==> src/design/duty_ramp_ease_in_out_macros.svh <==
// ----------------------------------------------------------------------------
// duty_ramp_ease_in_out assertion macros
// Shared concurrent assertion wrappers, clocked on clk, disabled in reset.
// ----------------------------------------------------------------------------
`ifndef DUTY_RAMP_EASE_IN_OUT_MACROS_SVH
`define DUTY_RAMP_EASE_IN_OUT_MACROS_SVH

`ifndef ASSERT_OFF
`define DRE_ASSERT(label, prop, msg) \
	label: assert property (@(posedge clk) disable iff (!arst_n) (prop)) else $error(msg);
`define DRE_ASSERT_NEXT(label, ante, cons, msg) \
	label: assert property (@(posedge clk) disable iff (!arst_n) (ante) |=> (cons)) \
		else $error(msg);
`else
`define DRE_ASSERT(label, prop, msg)
`define DRE_ASSERT_NEXT(label, ante, cons, msg)
`endif

`endif

==> src/design/dreio_pkg.sv <==
// ----------------------------------------------------------------------------
// dreio_pkg
// Constants and command codes for the eased duty ramp.
// ----------------------------------------------------------------------------
package dreio_pkg;

	// parameter defaults
	localparam int TIME_BITS_DEF  = 24;
	localparam int FULL_SCALE_DEF = 10000;

	// fixed field widths
	localparam int MODE_W = 2;
	localparam int REQ_W  = 16;
	localparam int MS_W   = 24;
	localparam int DUTY_W_OUT = 14;
	localparam int IN_W   = 40;
	localparam int OUT_W  = 40;

	// Q16 progress
	localparam int Q_BITS = 16;
	localparam int CNT_W  = $clog2(Q_BITS);
	localparam int MUL_W  = Q_BITS + 1;
	localparam logic [MUL_W-1:0] Q_ONE = 17'h10000;

	typedef logic [MODE_W-1:0] mode_t;

	localparam mode_t MODE_SET  = 2'd0;
	localparam mode_t MODE_RAMP = 2'd1;
	localparam mode_t MODE_STOP = 2'd2;
	localparam mode_t MODE_TICK = 2'd3;

endpackage

==> src/design/duty_ramp_ease_in_out.sv <==
// Eased PWM duty ramp. Holds a duty in hundredths of a percent (0..FULL_SCALE)
// and moves it with set, ramp, stop and 1 ms tick requests; a ramp follows the
// quadratic ease-in-out curve. One request is worked at a time. Set, stop,
// ramp and a tick that starts no curve step go from acceptance straight to the
// result state. A tick that lands inside a ramp first runs the
// restoring divider that forms Q16 progress one quotient bit per cycle, then
// two passes through the single shared 17x17 multiplier (square, then scale)
// and the final add. A new request is accepted as soon as the sequencer is
// idle, even while the last result waits at the output register; a full
// output register delays only the next result.
// ----------------------------------------------------------------------------
// duty_ramp_ease_in_out
// Duty ramp with Q16 progress divider and shared multiplier sequencer.
// ----------------------------------------------------------------------------
`include "duty_ramp_ease_in_out_macros.svh"

module duty_ramp_ease_in_out #(
	parameter int TIME_BITS  = dreio_pkg::TIME_BITS_DEF,
	parameter int FULL_SCALE = dreio_pkg::FULL_SCALE_DEF
) (
	input  logic                       clk,
	input  logic                       arst_n,
	// config: enabled
	input  logic                       cfg_valid,
	output logic                       cfg_ready,
	input  logic                       cfg_data,
	// tdata: duty_request[15:0], ramp_ms[39:16]
	input  logic                       s_tvalid,
	output logic                       s_tready,
	input  logic [dreio_pkg::IN_W-1:0] s_tdata,
	// tuser: mode[1:0]
	input  logic [dreio_pkg::MODE_W-1:0] s_tuser,
	// tdata: duty[13:0], ramping[14], running[15], remaining_ms[39:16]
	output logic                       m_tvalid,
	input  logic                       m_tready,
	output logic [dreio_pkg::OUT_W-1:0] m_tdata
);
	import dreio_pkg::*;

	localparam int DUTY_W = $clog2(FULL_SCALE + 1);
	localparam logic [REQ_W:0]  FS_REQ  = (REQ_W+1)'(FULL_SCALE);
	localparam logic [DUTY_W-1:0] FS_DUTY = DUTY_W'(FULL_SCALE);

	localparam logic [2:0] ST_IDLE  = 3'd0;
	localparam logic [2:0] ST_DIV   = 3'd1;
	localparam logic [2:0] ST_SQR   = 3'd2;
	localparam logic [2:0] ST_EASE  = 3'd3;
	localparam logic [2:0] ST_SCALE = 3'd4;
	localparam logic [2:0] ST_APPLY = 3'd5;
	localparam logic [2:0] ST_FIN   = 3'd6;

	logic [2:0]           st_q;
	logic                 enabled_q;
	logic [DUTY_W-1:0]    cur_q, start_q, target_q;
	logic [TIME_BITS-1:0] elapsed_q, len_q;
	logic                 anim_q;

	logic [TIME_BITS-1:0] rem_q;
	logic [Q_BITS-1:0]    quot_q;
	logic [CNT_W-1:0]     cnt_q;
	logic [2*MUL_W-1:0]   prod_q;
	logic [MUL_W-1:0]     ease_q;
	logic [DUTY_W-1:0]    diff_q;
	logic                 down_q;

	logic                 m_tvalid_q;
	logic [OUT_W-1:0]     m_tdata_q;

	// request decode
	mode_t                mode;
	logic [REQ_W-1:0]     req_raw;
	logic [DUTY_W-1:0]    req_clamp;
	logic [TIME_BITS-1:0] dur;
	logic [TIME_BITS-1:0] elapsed_nx;
	logic                 ramp_done;
	logic                 accept;

	assign mode    = s_tuser;
	assign req_raw = s_tdata[REQ_W-1:0];
	assign dur     = TIME_BITS'(s_tdata[REQ_W +: MS_W]);
	assign accept  = s_tvalid && s_tready;

	always_comb begin
		if (req_raw[REQ_W-1]) begin
			req_clamp = '0;
		end else if ({2'b00, req_raw[REQ_W-2:0]} > FS_REQ) begin
			req_clamp = FS_DUTY;
		end else begin
			req_clamp = DUTY_W'(req_raw[REQ_W-2:0]);
		end
	end

	assign elapsed_nx = elapsed_q + TIME_BITS'(1);
	assign ramp_done  = (elapsed_nx >= len_q) || (len_q == '0);

	// restoring divider step: (elapsed << 16) / len
	logic [TIME_BITS:0] div_sh, div_dif;
	logic               div_ge;
	assign div_sh  = {rem_q, 1'b0};
	assign div_ge  = div_sh >= {1'b0, len_q};
	assign div_dif = div_sh - {1'b0, len_q};

	// shared multiplier
	logic [MUL_W-1:0] sq_op, mul_a, mul_b;
	logic [Q_BITS-1:0] sq_shr;
	assign sq_op  = quot_q[Q_BITS-1] ? (Q_ONE - {1'b0, quot_q}) : {1'b0, quot_q};
	assign sq_shr = prod_q[Q_BITS-1 +: Q_BITS];

	always_comb begin
		if (st_q == ST_SCALE) begin
			mul_a = MUL_W'(diff_q);
			mul_b = ease_q;
		end else begin
			mul_a = sq_op;
			mul_b = sq_op;
		end
	end

	// result fields
	logic [MS_W-1:0]  remain;
	logic [OUT_W-1:0] result;
	logic             out_free;
	assign remain   = (anim_q && (len_q > elapsed_q)) ? MS_W'(len_q - elapsed_q) : '0;
	assign result   = {remain, (cur_q != '0) || anim_q, anim_q, DUTY_W_OUT'(cur_q)};
	assign out_free = !m_tvalid_q || m_tready;

	assign cfg_ready = 1'b1;
	assign s_tready  = (st_q == ST_IDLE);
	assign m_tvalid  = m_tvalid_q;
	assign m_tdata   = m_tdata_q;

	always_ff @(posedge clk or negedge arst_n) begin
		if (!arst_n) begin
			enabled_q <= 1'b0;
		end else if (cfg_valid && cfg_ready) begin
			enabled_q <= cfg_data;
		end
	end

	always_ff @(posedge clk or negedge arst_n) begin
		if (!arst_n) begin
			st_q       <= ST_IDLE;
			cnt_q      <= '0;
			cur_q      <= '0;
			start_q    <= '0;
			target_q   <= '0;
			elapsed_q  <= '0;
			len_q      <= '0;
			anim_q     <= 1'b0;
			m_tvalid_q <= 1'b0;
		end else begin
			if ((st_q == ST_FIN) && out_free) begin
				m_tvalid_q <= 1'b1;
			end else if (m_tready) begin
				m_tvalid_q <= 1'b0;
			end
			case (st_q)
				ST_IDLE: begin
					if (accept) begin
						st_q <= ST_FIN;
						if (mode == MODE_TICK) begin
							if (anim_q) begin
								elapsed_q <= elapsed_nx;
								if (ramp_done) begin
									anim_q <= 1'b0;
									if (enabled_q) begin
										cur_q <= target_q;
									end
								end else begin
									cnt_q <= '0;
									st_q  <= ST_DIV;
								end
							end
						end else if (enabled_q) begin
							if (mode == MODE_STOP) begin
								cur_q <= '0;
							end else if (mode == MODE_SET || dur == '0) begin
								cur_q <= req_clamp;
							end else begin
								start_q   <= cur_q;
								target_q  <= req_clamp;
								elapsed_q <= '0;
								len_q     <= dur;
								anim_q    <= 1'b1;
							end
						end
					end
				end
				ST_DIV: begin
					cnt_q <= cnt_q + CNT_W'(1);
					if (cnt_q == CNT_W'(Q_BITS - 1)) begin
						st_q <= ST_SQR;
					end
				end
				ST_SQR:   st_q <= ST_EASE;
				ST_EASE:  st_q <= ST_SCALE;
				ST_SCALE: st_q <= ST_APPLY;
				ST_APPLY: begin
					if (down_q) begin
						cur_q <= start_q - prod_q[Q_BITS +: DUTY_W];
					end else begin
						cur_q <= start_q + prod_q[Q_BITS +: DUTY_W];
					end
					st_q <= ST_FIN;
				end
				ST_FIN: begin
					if (out_free) begin
						st_q <= ST_IDLE;
					end
				end
				default: st_q <= ST_IDLE;
			endcase
		end
	end

	// datapath, no reset
	always_ff @(posedge clk) begin
		case (st_q)
			ST_IDLE: begin
				rem_q <= elapsed_nx;
			end
			ST_DIV: begin
				rem_q  <= div_ge ? div_dif[TIME_BITS-1:0] : div_sh[TIME_BITS-1:0];
				quot_q <= {quot_q[Q_BITS-2:0], div_ge};
			end
			ST_SQR: begin
				prod_q <= mul_a * mul_b;
			end
			ST_EASE: begin
				// upper half of the curve mirrors the lower one
				ease_q <= quot_q[Q_BITS-1] ? (Q_ONE - {1'b0, sq_shr}) : {1'b0, sq_shr};
				down_q <= target_q < start_q;
				diff_q <= (target_q < start_q) ? (start_q - target_q) : (target_q - start_q);
			end
			ST_SCALE: begin
				prod_q <= mul_a * mul_b;
			end
			ST_FIN: begin
				if (out_free) begin
					m_tdata_q <= result;
				end
			end
			default: begin
			end
		endcase
	end

	`DRE_ASSERT(a_duty_in_range, cur_q <= FS_DUTY, "duty above full scale")
	`DRE_ASSERT(a_elapsed_below_len, !anim_q || (elapsed_q < len_q),
		"ramp running past its length")
	`DRE_ASSERT(a_div_rem_below_len, (st_q != ST_DIV) || (rem_q < len_q),
		"divider remainder not below length")
	`DRE_ASSERT_NEXT(a_accept_busy, accept, st_q != ST_IDLE,
		"accepted request did not start work")

endmodule

==> config.mk <==
export PLATFORM = sky130hd
export DESIGN_NAME = duty_ramp_ease_in_out
export DESIGN_NICKNAME = d
export VERILOG_FILES = /design/src/design/dreio_pkg.sv /design/src/design/duty_ramp_ease_in_out.sv
export VERILOG_INCLUDE_DIRS = /design/src /design/src/design
export SDC_FILE = /design/constraint.sdc
export NUM_CORES = 1
export LEC_CHECK = 0
export BUFFER_PORTS_ARGS = -buffer_cell sky130_fd_sc_hd__clkbuf_2
export CORE_MARGIN = 2
export CORE_UTILIZATION = 40
export CTS_CLUSTER_SIZE = 14
export DETAILED_ROUTE_END_ITERATION = 10
export GPL_ROUTABILITY_DRIVEN = 0
export SLEW_MARGIN = 40
export SYNTH_ARGS = -nofsm -noshare
export SYNTH_HDL_FRONTEND = slang
export SYNTH_SLANG_ARGS = --single-unit
==> constraint.sdc <==
create_clock -name clk -period 8.9 [get_ports clk]
set_input_delay 1.335 -clock clk [delete_from_list [all_inputs] [get_ports clk]]
set_output_delay 1.335 -clock clk [all_outputs]
set_load 0.02 [all_outputs]
==> flow_metrics.py <==
metrics = {
    "critical_path": {
        "cp_slowest_cell": "o21a_1",
        "worstPathArrival_ns": 8.64,
        "slowest_delay_ns": 0.59,
        "cp_top_family": "adder cells",
        "crit_top_cell": "fa_1",
        "crit_type": "reg2reg",
        "worst_setup_path_start_kind": "register",
        "cp_max_fo": 12,
        "cp_num_buf_inv": 3,
        "worstSetupEndpointType": "register",
        "cp.required_ns": 9.19,
    },
    "clock_tree": {
        "clock_sinks": 228,
        "post_cts_buffers": 0,
        "clock_latency_ns": 0.53,
        "clock-root-buffer": "clkbuf_16",
        "ctsHoldBuffers": 0,
        "cts_resized": 0,
        "htree_levels": 1,
        "clockBufferDepth": 3,
        "cts_tree": "done",
        "numCtsBuffers": 23,
        "clk_transition_reported_paths_ns": 0.07,
    },
    "detailed_routing": {
        "wl_per_cell_um": 17.8,
        "vias_per_cell": 5.34,
        "detail-route-antenna-nets": 0,
        "vias": 18044,
        "drc": 0,
        "drt_iter0_drc": 1330,
        "drt-total-wl_um": 60100,
        "first_pass_iters": 6,
    },
    "timing": {
        "setup_viol": 0,
        "maxSlewViolCount": 0,
        "relSlewSlack_pct": 44.3,
        "max_freq_mhz": 120,
        "period_minus_slack_ns": 8.36,
        "rsz0062_at_grt": "false",
        "worst_pin_slew_ns": 0.826,
        "setup_tns_ns": 0,
        "worst_hold_slack_ns": 0.490,
        "finalCritPeriodShare_pct": 93.9,
        "finalHoldViolations": 0,
        "clock_skew_ns": 0.0148,
    },
    "die": {
        "core_area_um2": 57800,
        "die_area_um2": 60500,
        "dieWidth_um": 246,
        "rows": 88,
        "start_util_pct": 40.5,
        "ios": 91,
        "die_y_um": 246,
    },
    "yosys": {
        "ys_seq_area_share_pct": 27.1,
        "synthCells": 2515,
        "synth-xor-area-share_pct": 5.20,
        "yosysWarningCount": 0,
        "async_flop_share_pct": 43.9,
        "synthMuxAreaShare_pct": 3.16,
        "synth-seq-cells": 228,
        "synth_compound_area_share_pct": 12.7,
        "synthFlopType": "edfxtp_1",
        "synth_fa_ha_area_share_pct": 30.2,
        "synth-simple-area-share_pct": 13.8,
        "synth_top_family_by_area": "adder cells",
        "syn_avg_cell_area_um2": 9.32,
        "synth-edff-count": 128,
        "ys_types": 87,
        "syn_area_um2": 23400,
    },
    "final_layout": {
        "fin_nets": 3079,
        "drive_gt1_share_pct": 9.59,
        "diodes": 0,
        "syn_to_final_growth_pct": 9.37,
        "fill_cells": 5584,
    },
    "placement": {
        "io_buffers": 89,
        "dp_hpwl_um": 49000,
    },
    "status": {
        "status": "finished clean",
    },
    "worst_hold_path": {
        "min_path_type": "reg2reg",
    },
    "global_routing": {
        "grtUsageTotal_pct": 20.3,
        "grt_pass1_wl_um": 98300,
        "grt.overflow.total": 0,
        "grt_max_degree": 59,
        "grt_antenna_before_repair": 1,
        "first_global_vias": 18664,
    },
    "job": {
        "max_cap_violations": 0,
    },
}
-- stage by stage --
step | std cells | util [%] | cell area [um^2] | setup slack, ns
global route | 3381 | 44.3 | 25600 | 0.138
floorplan | 2535 | - | 23500 | 1.66
global placement | 3335 | 42.9 | 24800 | 0.740
finish | 3381 | 44.3 | 25600 | 0.544
CTS | 3380 | 44.3 | 25600 | 0.519
detailed placement | 3339 | 43.0 | 24900 | 0.518
-- worst register-to-register path: stages (launching register included) --
cell and delay, ns:
edfxtp_1 0.44, nor4_1 0.44, nand2_1 0.12, or3_1 0.43, and3_1 0.22, o21ai_1 0.20, o21a_1 0.59, nand2_1 0.17
fa_1 0.58, fa_1 0.44, fa_1 0.52, inv_1 0.05, fa_1 0.47, fa_1 0.55, inv_1 0.05, fa_1 0.53
inv_1 0.04, ha_1 0.20, nor4_1 0.27, nand3_1 0.15, o21ai_1 0.37, a21oi_2 0.16, o21ai_1 0.36, o31ai_1 0.17
or2_2 0.32, a21oi_1 0.19, xnor2_1 0.08
-- registers in the layout (all words and copies together), names as in the netlist --
name / cells
m_tdata: 40
elapsed_q: 24
len_q: 24
rem_q: 24
ease_q: 17
prod_q: 16
quot_q: 16
cur_q: 14
diff_q: 14
start_q: 14
target_q: 14
cnt_q: 4
st_q: 3
anim_q: 1
down_q: 1
enabled_q: 1
m_tvalid: 1
-- area by class of cell --
class / instances / area (um^2) / area share, %
multi-input cells: 1829 / 15400 / 60.1
flip-flops and latches: 228 / 6350 / 24.8
inverters: 397 / 1490 / 5.82
well taps: 765 / 957 / 3.74
repair buffers: 121 / 722 / 2.82
clock buffers: 30 / 642 / 2.50
clock inverters: 11 / 77.6 / 0.303
-- layout by cell type, fill, tap and decap left out, drive strengths merged, types with 100 or more instances in the layout --
cell,synthesis,routed
ha,206,206
dfrtp,100,100
o21ai,117,117
nand2,273,273
edfxtp,128,128
fa,225,225
nor2,216,216
inv,395,394
clkbuf,63,118
a21oi,143,143
-- synth_stat cells, types with 5 or more instances --
master | number | share of area, %
inv_1 | 391 | 6.3
nand2_1 | 272 | 4.4
fa_1 | 225 | 19
nor2_1 | 213 | 3.4
ha_1 | 206 | 11
a21oi_1 | 138 | 2.9
edfxtp_1 | 128 | 16
dfrtp_1 | 100 | 11
xnor2_1 | 96 | 3.6
o21ai_0 | 93 | 2.0
clkbuf_1 | 63 | 1.0
mux2_2 | 47 | 2.3
a21o_1 | 44 | 1.4
xor2_1 | 43 | 1.6
nor3_1 | 37 | 0.79
nand2b_1 | 25 | 0.67
o21a_1 | 25 | 0.80
nor2b_1 | 24 | 0.64
nor4_1 | 24 | 0.64
o21ai_1 | 23 | 0.49
nand3_1 | 20 | 0.43
nand4_1 | 19 | 0.51
a221oi_1 | 17 | 0.64
a22o_1 | 16 | 0.60
mux2i_1 | 15 | 0.64
or3_1 | 15 | 0.40
a211oi_1 | 14 | 0.45
a31oi_1 | 14 | 0.37
and2_1 | 13 | 0.35
and3_1 | 13 | 0.35
o21bai_1 | 11 | 0.35
o31ai_1 | 11 | 0.35
buf_2 | 10 | 0.21
o211ai_1 | 10 | 0.32
nor3_2 | 5 | 0.21
-- logic make-up (layout without fill, tap and decap cells) --
| family | Yosys count | in the layout |
|---|---|---|
| XOR/XNOR | 139 | 139 |
| buffers and inverters | 478 | 559 |
| multiplexers | 67 | 67 |
| other | 2 | 22 |
| AND/OR/NAND/NOR | 707 | 707 |
| AO/OA/AOI/OAI | 463 | 463 |
| flip-flops | 228 | 228 |
| adder cells (fa/ha/maj) | 431 | 431 |
-- per-layer routing --
layer  global-route usage (%)  vias up  share of wire (%)
li1                         -     8527                  -
met1                     26.5     8932                 43
met2                     35.0      478                 49
met3                     2.63      107                4.9
met4                     6.47        0                3.6
met5                        0        -                  0
-- path summary, 6_finish.rpt --
path	startpoint	end	slack [ns]	cells after the start
worst min-delay path	elapsed_q[14]$_DFFE_PN0P_	elapsed_q[14]$_DFFE_PN0P_	0.49	2
min in group asynchronous	arst_n	elapsed_q[21]$_DFFE_PN0P_	0.75	1
worst max register to register	quot_q[3]$_DFFE_PP_	prod_q[29]$_DFFE_PP_	0.54	26
max in group asynchronous	arst_n	cur_q[1]$_DFFE_PN0P_	7.07	2
worst min register to register	elapsed_q[14]$_DFFE_PN0P_	elapsed_q[14]$_DFFE_PN0P_	0.49	2
worst max-delay path	quot_q[3]$_DFFE_PP_	prod_q[29]$_DFFE_PP_	0.54	26
Power is not shown: default switching activity piles up to over one toggle a cycle in this logic, so the estimate is an artifact.
